## config.mk

```make
export PLATFORM = sky130hd
export DESIGN_NAME = aqi_piecewise_linear_index
export DESIGN_NICKNAME = d
export VERILOG_FILES = /design/src/hw/rtl/aqi_pkg.sv /design/src/hw/rtl/aqi_piecewise_linear_index.sv /design/src/hw/rtl/aqi_round_div.sv
export SDC_FILE = /design/constraint.sdc
export NUM_CORES = 2
export LEC_CHECK = 0
export ABC_AREA = 1
export BUFFER_PORTS_ARGS = -buffer_cell sky130_fd_sc_hd__buf_2
export CAP_MARGIN = 0
export CORE_UTILIZATION = 61
export DETAILED_ROUTE_END_ITERATION = 10
export PLACE_DENSITY = 0.81
export SETUP_SLACK_MARGIN = 0.15
export SYNTH_ARGS = -nofsm -noshare
export SYNTH_HDL_FRONTEND = slang
export SYNTH_SLANG_ARGS = --single-unit
```

## constraint.sdc

```tcl
create_clock -name clk -period 8.35 [get_ports clk]
set_input_delay 1.2525 -clock clk [delete_from_list [all_inputs] [get_ports clk]]
set_output_delay 1.2525 -clock clk [all_outputs]
set_load 0.1 [all_outputs]
```

## src/hw/rtl/aqi_pkg.sv

```systemverilog
// Shared types, breakpoint tables and helpers for the air quality index pipeline.
// Used by aqi_round_div and aqi_piecewise_linear_index; no dependencies.
`timescale 1ns / 1ps

package aqi_pkg;

  localparam int ROWS     = 7;
  localparam int SEGMENTS = 7;
  localparam int SEG_N    = (SEGMENTS > ROWS) ? ROWS : SEGMENTS;
  localparam int TABLES   = 3;

  localparam int CONC_W  = 18;
  localparam int Q10_W   = 15;
  localparam int SEG_W   = 3;
  localparam int TAB_W   = 2;
  localparam int SPAN_W  = 7;
  localparam int IDX_W   = 9;
  localparam int NUM_W   = CONC_W + SPAN_W;
  localparam int X_W     = NUM_W + 1;
  localparam int DEN2_W  = 15;
  localparam int RECIP_W = 19;
  localparam int RECIP_SHIFT = 26;
  localparam int QUOT_W  = 19;
  localparam int VAL_W   = QUOT_W + 1;

  // Reciprocal of ten, exact floor for every 18-bit reading
  localparam int DIV10_SHIFT = 22;
  localparam logic [18:0] DIV10_RECIP = 19'd419431;

  localparam logic [11:0] INDEX_MAX    = 12'hfff;
  localparam int          BRIGHT_LIMIT = 127500;

  // Pollutant codes
  localparam logic [TAB_W-1:0] POL_PM25  = 2'd0;
  localparam logic [TAB_W-1:0] POL_PM10  = 2'd1;
  localparam logic [TAB_W-1:0] POL_CO2   = 2'd2;
  localparam logic [TAB_W-1:0] POL_SPARE = 2'd3;

  // Category codes
  localparam logic [2:0] CAT_GOOD      = 3'd0;
  localparam logic [2:0] CAT_VERY_HAZ  = 3'd6;

  typedef logic [CONC_W-1:0] conc_t;

  typedef struct packed {
    logic [1:0]        pollutant;
    logic [CONC_W-1:0] concentration;
  } reading_t;

  typedef struct packed {
    logic [11:0] index_value;
    logic        saturated;
    logic [2:0]  category;
    logic [23:0] category_color;
    logic        text_black;
  } result_t;

  // Concentration bounds in tenths, [table][row]
  localparam conc_t CONC_LO [TABLES][ROWS] = '{
    '{18'd0, 18'd121,  18'd355,   18'd555,   18'd1505,  18'd2505,  18'd3505},
    '{18'd0, 18'd550,  18'd1550,  18'd2550,  18'd3550,  18'd4250,  18'd5050},
    '{18'd0, 18'd7010, 18'd10010, 18'd15010, 18'd20010, 18'd30010, 18'd40010}};
  localparam conc_t CONC_HI [TABLES][ROWS] = '{
    '{18'd120,  18'd354,   18'd554,   18'd1504,  18'd2504,  18'd3504,  18'd5004},
    '{18'd540,  18'd1540,  18'd2540,  18'd3540,  18'd4240,  18'd5040,  18'd6040},
    '{18'd7000, 18'd10000, 18'd15000, 18'd20000, 18'd30000, 18'd40000, 18'd50000}};

  // Twice the segment width, the rounding divisor
  localparam logic [DEN2_W-1:0] DEN2 [TABLES][ROWS] = '{
    '{15'd240,   15'd466,  15'd398,  15'd1898, 15'd1998,  15'd1998,  15'd2998},
    '{15'd1080,  15'd1980, 15'd1980, 15'd1980, 15'd1380,  15'd1580,  15'd1980},
    '{15'd14000, 15'd5980, 15'd9980, 15'd9980, 15'd19980, 15'd19980, 15'd19980}};

  // ceil(2^RECIP_SHIFT / DEN2)
  localparam logic [RECIP_W-1:0] RECIP [TABLES][ROWS] = '{
    '{19'd279621, 19'd144011, 19'd168616, 19'd35358, 19'd33589, 19'd33589, 19'd22385},
    '{19'd62138,  19'd33894,  19'd33894,  19'd33894, 19'd48630, 19'd42474, 19'd33894},
    '{19'd4794,   19'd11223,  19'd6725,   19'd6725,  19'd3359,  19'd3359,  19'd3359}};

  localparam logic [IDX_W-1:0]  IDX_LO   [ROWS] = '{9'd0, 9'd51, 9'd101, 9'd151,
                                                    9'd201, 9'd301, 9'd401};
  localparam logic [SPAN_W-1:0] IDX_SPAN [ROWS] = '{7'd50, 7'd49, 7'd49, 7'd49,
                                                    7'd99, 7'd99, 7'd99};
  localparam logic [IDX_W-1:0]  IDX_HI   [ROWS] = '{9'd50, 9'd100, 9'd150, 9'd200,
                                                    9'd300, 9'd400, 9'd500};

  localparam logic [23:0] CAT_COLOR [ROWS] = '{
    24'h00e400, 24'hffff00, 24'hff7e00, 24'hff0000,
    24'h8f3f97, 24'h7e0023, 24'h7e0023};

  function automatic logic contrast_black(input logic [23:0] rgb);
    logic [19:0] br;
    br = 20'(rgb[23:16]) * 20'd299 + 20'(rgb[15:8]) * 20'd587 + 20'(rgb[7:0]) * 20'd114;
    return br > 20'(BRIGHT_LIMIT);
  endfunction

endpackage

```

## src/hw/rtl/aqi_piecewise_linear_index.sv

```systemverilog
// Air quality index by piecewise linear interpolation with exact round half up.
// Valid path: v1, v2, v3, divider v_est and out_valid, then done; one item per cycle.
// busy is always low: every stage advances each cycle and the receiver cannot stall.
// Reset (synchronous, rst high) clears all stage valid bits; payload is not reset.
// Depends on aqi_pkg and aqi_round_div.
`timescale 1ns / 1ps

module aqi_piecewise_linear_index (
  input  logic              clk,
  input  logic              rst,
  input  logic              start,
  output logic              busy,
  input  aqi_pkg::reading_t reading,
  output logic              done,
  output aqi_pkg::result_t  result
);
  import aqi_pkg::*;

  // stage 1: table select, divide by ten
  logic              v1;
  logic [TAB_W-1:0]  tab1;
  conc_t             conc1;
  logic [Q10_W-1:0]  q10_1;
  logic [36:0]       div10_prod;

  // stage 2: segment search, distance into segment
  logic              v2;
  logic [TAB_W-1:0]  tab2;
  logic [SEG_W-1:0]  seg2;
  conc_t             diff2;
  conc_t             c_eff;
  conc_t             seg_lo;
  logic [SEG_W-1:0]  seg_sel;

  // stage 3: rounding numerator
  logic              v3;
  logic [TAB_W-1:0]  tab3;
  logic [SEG_W-1:0]  seg3;
  logic [X_W-1:0]    x3;
  logic [NUM_W-1:0]  num;
  logic [DEN2_W-1:0] den2_2;

  // divider result
  logic              v5;
  logic [QUOT_W-1:0] q5;
  logic [SEG_W-1:0]  seg5;

  // output stage
  logic [VAL_W-1:0]  val;
  logic              sat;
  logic [11:0]       idx12;
  logic [2:0]        cat;

  assign busy = 1'b0;

  assign div10_prod = 37'(reading.concentration) * 37'(DIV10_RECIP);

  always_ff @(posedge clk) begin
    if (rst) begin
      v1 <= 1'b0;
    end else begin
      v1 <= start;
    end
    tab1  <= (reading.pollutant == POL_SPARE) ? POL_CO2 : reading.pollutant;
    conc1 <= reading.concentration;
    q10_1 <= div10_prod[DIV10_SHIFT +: Q10_W];
  end

  // PM10 and CO2 drop the tenths digit
  always_comb begin
    if (tab1 == POL_PM25) begin
      c_eff = conc1;
    end else begin
      c_eff = (CONC_W'(q10_1) << 3) + (CONC_W'(q10_1) << 1);
    end
    seg_sel = SEG_W'(SEG_N - 1);
    for (int k = SEG_N - 2; k >= 0; k--) begin
      if (c_eff <= CONC_HI[tab1][k]) begin
        seg_sel = SEG_W'(k);
      end
    end
    seg_lo = CONC_LO[tab1][seg_sel];
  end

  always_ff @(posedge clk) begin
    if (rst) begin
      v2 <= 1'b0;
    end else begin
      v2 <= v1;
    end
    tab2  <= tab1;
    seg2  <= seg_sel;
    diff2 <= (c_eff >= seg_lo) ? (c_eff - seg_lo) : '0;
  end

  // x = 2 * span * diff + width, divided later by 2 * width
  assign num    = NUM_W'(IDX_SPAN[seg2]) * NUM_W'(diff2);
  assign den2_2 = DEN2[tab2][seg2];

  always_ff @(posedge clk) begin
    if (rst) begin
      v3 <= 1'b0;
    end else begin
      v3 <= v2;
    end
    tab3 <= tab2;
    seg3 <= seg2;
    x3   <= {num, 1'b0} + X_W'(den2_2 >> 1);
  end

  aqi_round_div u_div (
    .clk       (clk),
    .rst       (rst),
    .in_valid  (v3),
    .dividend  (x3),
    .divisor   (DEN2[tab3][seg3]),
    .recip     (RECIP[tab3][seg3]),
    .seg_in    (seg3),
    .out_valid (v5),
    .quot      (q5),
    .seg_out   (seg5)
  );

  always_comb begin
    val   = VAL_W'(IDX_LO[seg5]) + VAL_W'(q5);
    sat   = val > VAL_W'(INDEX_MAX);
    idx12 = sat ? INDEX_MAX : val[11:0];
    cat   = CAT_VERY_HAZ;
    for (int k = ROWS - 1; k >= 0; k--) begin
      if (idx12 <= 12'(IDX_HI[k])) begin
        cat = 3'(k);
      end
    end
  end

  always_ff @(posedge clk) begin
    if (rst) begin
      done <= 1'b0;
    end else begin
      done <= v5;
    end
    result.index_value    <= idx12;
    result.saturated      <= sat;
    result.category       <= cat;
    result.category_color <= CAT_COLOR[cat];
    result.text_black     <= contrast_black(CAT_COLOR[cat]);
  end

`ifndef SYNTHESIS
  a_no_phantom: assert property (@(posedge clk) disable iff (rst)
    done |-> $past(start, 6))
    else $error("result without a matching item");

  a_no_loss: assert property (@(posedge clk) disable iff (rst)
    $past(start, 6) && !$past(rst, 1) && !$past(rst, 2) && !$past(rst, 3) &&
    !$past(rst, 4) && !$past(rst, 5) && !$past(rst, 6) |-> done)
    else $error("accepted item produced no result");

  a_sat_clamp: assert property (@(posedge clk) disable iff (rst)
    done && result.saturated |-> result.index_value == INDEX_MAX)
    else $error("saturated index not clamped");

  a_top_cat: assert property (@(posedge clk) disable iff (rst)
    done && (result.index_value > 12'd500) |-> result.category == CAT_VERY_HAZ)
    else $error("index above last bound not in last category");
`endif

endmodule

```

## src/hw/rtl/aqi_round_div.sv

```systemverilog
// Two-stage exact floor division by a table divisor using a reciprocal multiply
// and a one-step correction. Depends on aqi_pkg.
`timescale 1ns / 1ps

module aqi_round_div (
  input  logic                        clk,
  input  logic                        rst,
  input  logic                        in_valid,
  input  logic [aqi_pkg::X_W-1:0]     dividend,
  input  logic [aqi_pkg::DEN2_W-1:0]  divisor,
  input  logic [aqi_pkg::RECIP_W-1:0] recip,
  input  logic [aqi_pkg::SEG_W-1:0]   seg_in,
  output logic                        out_valid,
  output logic [aqi_pkg::QUOT_W-1:0]  quot,
  output logic [aqi_pkg::SEG_W-1:0]   seg_out
);
  import aqi_pkg::*;

  localparam int PROD_W  = X_W + RECIP_W;
  localparam int CHECK_W = QUOT_W + DEN2_W;

  logic                  v_est;
  logic [QUOT_W-1:0]     q_est;
  logic [X_W-1:0]        x_est;
  logic [DEN2_W-1:0]     d_est;
  logic [SEG_W-1:0]      seg_est;
  logic [PROD_W-1:0]     prod;
  logic [CHECK_W-1:0]    check;
  logic                  over;

  // Estimate is the true quotient or one above it
  assign prod = PROD_W'(dividend) * PROD_W'(recip);

  always_ff @(posedge clk) begin
    if (rst) begin
      v_est <= 1'b0;
    end else begin
      v_est <= in_valid;
    end
    q_est   <= prod[RECIP_SHIFT +: QUOT_W];
    x_est   <= dividend;
    d_est   <= divisor;
    seg_est <= seg_in;
  end

  assign check = CHECK_W'(q_est) * CHECK_W'(d_est);
  assign over  = check > CHECK_W'(x_est);

  always_ff @(posedge clk) begin
    if (rst) begin
      out_valid <= 1'b0;
    end else begin
      out_valid <= v_est;
    end
    quot    <= q_est - QUOT_W'(over);
    seg_out <= seg_est;
  end

endmodule
```

After elaboration in Yosys (flattened, before gate mapping)
Memories as Yosys holds them, arrays and structs flattened.
Index checks and enable logic that the tools add are counted.
- memory bits (read-only): 320
- logic and storage cells: 124
- bits in registers: 221
- memories: 3
- output and inout port bits: 43
- input port bits: 23
- memories (name ; depth ; bits a word ; read ports ; clocked after Yosys merged registers in ; wr ports ; line ; source):
    (name not given) ; 8 ; 24 ; 1 ; 0 ; 0 ; aqi_piecewise_linear_index.sv:146 ; result.text_black <= contrast_black(CAT_COLOR[cat]);
    (name not given) ; 8 ; 9 ; 1 ; 0 ; 0 ; aqi_piecewise_linear_index.sv:125 ; val = VAL_W'(IDX_LO[seg5]) + VAL_W'(q5);
    (name not given) ; 8 ; 7 ; 1 ; 0 ; 0 ; aqi_piecewise_linear_index.sv:97 ; assign num = NUM_W'(IDX_SPAN[seg2]) * NUM_W'(diff2);
- equality and inequality tests: 1
- reduce and logical (&&, ||, !) cells: 1
- $lt $le $gt $ge: 24
- bitwise gates (word level): 8
- muxes and demuxes: 47
- add/subtract/negate cells: 7
- multipliers: 7
- operators by type and width (kind ; count):
    126-bit binary-select mux with 2-bit select ; 2
    126-bit two-way mux ; 4
    105-bit binary-select mux with 2-bit select ; 2
    105-bit two-way mux ; 4
    133-bit binary-select mux with 2-bit select ; 1
    133-bit two-way mux ; 2
    18-bit less-or-equal comparator ; 6
    15-bit binary-select mux with 3-bit select ; 2
    15-bit two-way mux ; 4
    19-bit binary-select mux with 3-bit select ; 1
    18-bit binary-select mux with 3-bit select ; 1
    18-bit two-way mux ; 3
    24-bit two-way mux ; 2
    26-bit by 19-bit multiplier with 45-bit output ; 1
    19-bit two-way mux ; 2
    18-bit by 19-bit multiplier with 37-bit output (second input constant) ; 1
    34-bit by 26-bit > comparator with 1-bit output ; 1
    19-bit by 15-bit multiplier with 34-bit output ; 1
    3-bit two-way mux ; 9
    26-bit by 14-bit adder with 26-bit output ; 1
    7-bit by 18-bit multiplier with 25-bit output ; 1
    12-bit by 8-bit less-or-equal comparator with 1-bit output (second input constant) ; 2
    12-bit by 9-bit less-or-equal comparator with 1-bit output (second input constant) ; 2
    19-bit by 15-bit adder with 20-bit output ; 1
    other kinds (23) ; 39

Logic depth before layout (Yosys ltp)
- depth in word-level cells: 22
- gate-level depth with buffers: 58
- mapped depth without buffers: 57

Hierarchy
A second synthesis with hierarchy kept.
- cell total of the unflattened synthesis: 6469
- area total of the unflattened synthesis: 48898.1 sq um
- modules (own cells, without submodules) (module ; sequential area each (sq um) ; area an instance (sq um) ; instances ; cells an instance):
    aqi_round_div ; 1741.7 ; 29104.2 ; 1 ; 3831
    aqi_piecewise_linear_index ; 2402.3 ; 19794.0 ; 1 ; 2638

Least setup slack after synthesis
No wires, ideal clock.
- path type: register -> register
- from: reg u_div.q_est[5]
- to: reg u_div.quot[17] (netlist name)
- setup time: 0.072 ns
- data arrival time: 8.962 ns
- buffers on the path: 2
- cell stages (with the launch flop): 42
- path slack: -0.684 ns
- cell sequence: dfxtp_1 clkbuf_1 buf_1 nand2_1 fa_1 inv_1 fa_1 fa_1 inv_1 fa_1 fa_1 inv_1 fa_1 ha_1 a21oi_1 o21a_1 nand2_1 a21boi_1 (+6 left out) xnor2_1 ha_1 nand4_1 nor4_1 nand2_1 o2111ai_1 o31ai_1 nand4_1 nor2_1 nand4_1 ha_1 nand3_1 or4_1 nor3_1 nand3b_1 or3_1 nor2_1 xor2_1
- cells in the longest elaborated chain, start to end: 3
- RTL lines (element ; line ; source):
    from (decl) ; aqi_round_div.sv:23 ; logic [QUOT_W-1:0] q_est;
    from (signal assigned) ; aqi_round_div.sv:40 ; q_est <= prod[RECIP_SHIFT +: QUOT_W];
    19-bit by 15-bit multiplier with 34-bit output ; aqi_round_div.sv:46 ; assign check = CHECK_W'(q_est) * CHECK_W'(d_est);
    34-bit by 26-bit > comparator with 1-bit output ; aqi_round_div.sv:47 ; assign over = check > CHECK_W'(x_est);
    19-bit by 1-bit subtractor with 19-bit output * ; aqi_round_div.sv:55 ; quot <= q_est - QUOT_W'(over);
    to (signal assigned) ; aqi_round_div.sv:55 ;
    to (decl) ; aqi_round_div.sv:14 ; output logic [aqi_pkg::QUOT_W-1:0] quot,
Every way passes the cells marked *; elsewhere a longest branch is shown, timed or not.
A chain may end at the register's enable or synchronous reset.

Final worst setup path
- from: reg u_div.d_est[5]
- to: reg u_div.quot[17] (netlist name)
- cells in the longest elaborated chain, start to end: 3
- RTL lines (element ; line ; source):
    from (decl) ; aqi_round_div.sv:25 ; logic [DEN2_W-1:0] d_est;
    from (signal assigned) ; aqi_round_div.sv:42 ; d_est <= divisor;
    19-bit by 15-bit multiplier with 34-bit output ; aqi_round_div.sv:46 ;
    34-bit by 26-bit > comparator with 1-bit output ; aqi_round_div.sv:47 ;
    19-bit by 1-bit subtractor with 19-bit output ; aqi_round_div.sv:55 ;
No other way between the ends.

==> results.toml <==
[run_status]
outcome = "finished, violations left"
violations = "negative setup slack"

[sta]
fmax_ghz = 0.1163
setup_viol = 7
fin_tns_setup_ns = -1.039
fin_crit_sh_pct = 103.0
rsz0062_at_grt = "yes"
finalHoldViolations = 0
skew_ns = 0.01698
worstMarginPinSlew_ns = 1.007
layout_min_cycle_time_ns = 8.598
whs_ns = 0.3266
maxSlewViolCount = 0
slew_headroom_pct = 32.79
fin_ws_ns = -0.2482

[die]
floorplan.initialDensity_pct = 62.04
dieArea_mm2 = 0.07567
fp.coreArea_mm2 = 0.07333
num_io_pins = 66
fp-row-count = 99
die_h_um = 275.1
chipWidth_um = 275.1

[grt]
gr-usage-met3_pct = 5.656
busiest_layer = "met2"
grt_pass1_wl_um = 197500
use_met2_pct = 54.73
antenna_found_initial = 2
grt_util_all_layers_pct = 33.03
grt_max_degree = 33
grt_remaining_overflow = 0
use_met1_pct = 41.62
grt_pass1_vias = 39200

[yosys]
synth.cell_area_mm2 = 0.04549
yosysTopAreaCell = "fa_1"
yosysUniqueCellTypes = 67
synth_cells = 5739
synth_commonest_cells = "inv_1, nand2_1, fa_1"
synthSimpleGateAreaFrac_pct = 16.84
syn_area_per_cell_um2 = 7.927
synth_xor_area_share_pct = 3.023
synth_area_leaders = "fa_1, ha_1, inv_1"
synthArstFlopShare_pct = 0
synth_top_area_share_pct = 33.40
synth_ff_type = "dfxtp_1"
synth_compound_area_share_pct = 6.631
synth_edf_count = 0
ys_seq_area_share_pct = 9.065
yosys_warnings = 0
yosys.area_share.adder_pct = 51.28
ys_ff_latch = 206
synth_mux_area_share_pct = 0
synth_top_family_by_area = "adder cells"
yosysMostFrequentCell = "inv_1"

[clock_network]
cts_sinks = 206
clockBufferDepth = 3
postCtsHoldBufs = 0
cts_tree = "built"
cts_made_buffers = 26
clk_latency_ns = 0.59
clk_pin_slew_ns = 0.07
ctsHtreeMaxLevel = 1
cts_root_buf = "clkbuf_16"

[routing]
drc = 0
via_per_inst = 5.541
wl_um = 123100
drtIter0Drc = 3194
dr.pass1.iters = 8
num_vias = 38180
ant_nets = 0
wl_per_cell_um = 17.86

[critical_path]
critPathMaxFanout = 11
cp.arrival_ns = 9.10
crit_top_cell = "fa_1"
worstPathRequired_ns = 8.85
cp.buffers_inverters = 5
crit_path_start_kind = "flip-flop"
slowest_delay_ns = 0.55
end_kind = "flip-flop"
critical_path_class = "flip-flop to flip-flop"
critical_path.slowest_cell = "fa_1"
cpLargestDelayFamily = "adder cells"

[placed_design]
placedCellCount = 6821
globalplace.congestion = 1.083
placed_area_mm2 = 0.04819
port_buffers = 62
place_hpwl_um = 102000

[hold_path]
holdCritPathClass = "flip-flop to flip-flop"

[cells_and_area]
stdcell_area_mm2 = 0.04966
fin_nets = 7344
syn_to_final_growth_pct = 9.156
drive_gt1_share_pct = 8.752
final_cells = 6890

[flow_run]
maxCapViolations = 0
## cells in the final DEF, fill, tap and decap left out, types with 120 or more instances in the layout
cell | netlist | layout
a21oi_1 | 242 | 236
buf_4 | 16 | 225
dfxtp_1 | 206 | 194
fa_1 | 759 | 756
ha_1 | 650 | 639
inv_1 | 1388 | 1380
nand2_1 | 1109 | 1091
nand3_1 | 124 | 120
nor2_1 | 477 | 471
o21ai_0 | 139 | 133
## sequential cells by signal, indices dropped and copies added (netlist names)
register	flops
seg2	3
u_div.seg_out	3
u_div.quot	19
done	1
tab2	2
v2	1
q10_1	15
diff2	18
u_div.d_est	14
result	27
u_div.q_est	19
seg3	3
u_div.seg_est	3
u_div.out_valid	1
u_div.v_est	1
v3	1
v1	1
conc1	18
tab1	2
u_div.x_est	26
tab3	2
x3	26
## final timing paths
path | startpoint | to | slack, ns | depth (start not counted)
worst max-delay path | u_div.d_est[5] | u_div.quot[17] | -0.25 | 38
worst min-delay path | u_div.seg_est[1] | u_div.seg_out[1] | 0.33 | 0
worst max register to register | u_div.d_est[5] | u_div.quot[17] | -0.25 | 38
worst min register to register | u_div.seg_est[1] | u_div.seg_out[1] | 0.33 | 0
## layer usage
layer / up-vias / share of wire, % / wire length [um]
li1: 17670 / - / -
met1: 18300 / 39 / 47430
met2: 1780 / 46 / 57040
met3: 431 / 9.0 / 11070
met4: 2 / 6.1 / 7536
met5: - / 0.0089 / 11
## through the flow
step | setup WS, ns | utilization (%)
finish | -0.2482 | 67.72
global route | -0.6121 | 67.71
CTS | 0.1580 | 67.16
detailed placement | -0.3957 | 65.72
global placement | -0.1104 | 65.72
floorplan | 0.07763 | -
## kinds of logic (layout without fill, tap and decap cells)
| family | count (synthesis) | count (layout) |
|---|---|---|
| XOR/XNOR | 157 | 157 |
| other | 1 | 9 |
| adder cells (fa/ha/maj) | 1409 | 1409 |
| AO/OA/AOI/OAI | 529 | 529 |
| flip-flops | 206 | 206 |
| buffers and inverters | 1573 | 1757 |
| AND/OR/NAND/NOR | 1864 | 1864 |
## layout make-up
cell class	count	area (um^2)
antenna	1	2.502
clock buffer	31	709.4
inverter	1403	5280
fill	5853	23670
clock inverter	15	156.4
timing repair buffer	308	2280
multi-input combinational	3967	35880
tap	959	1200
sequential	206	4149
## what timing repair did
action | 4_1_cts | 5_1_grt
setup buffers | 5 | 17
pin swaps | 25 | 33
setup endpoints to repair | 14 | 26
gates resized for setup | 40 | 71
Power is left out: the tool's default activity adds up to more than one toggle a clock period on the data nets, which glitch-free logic cannot reach.
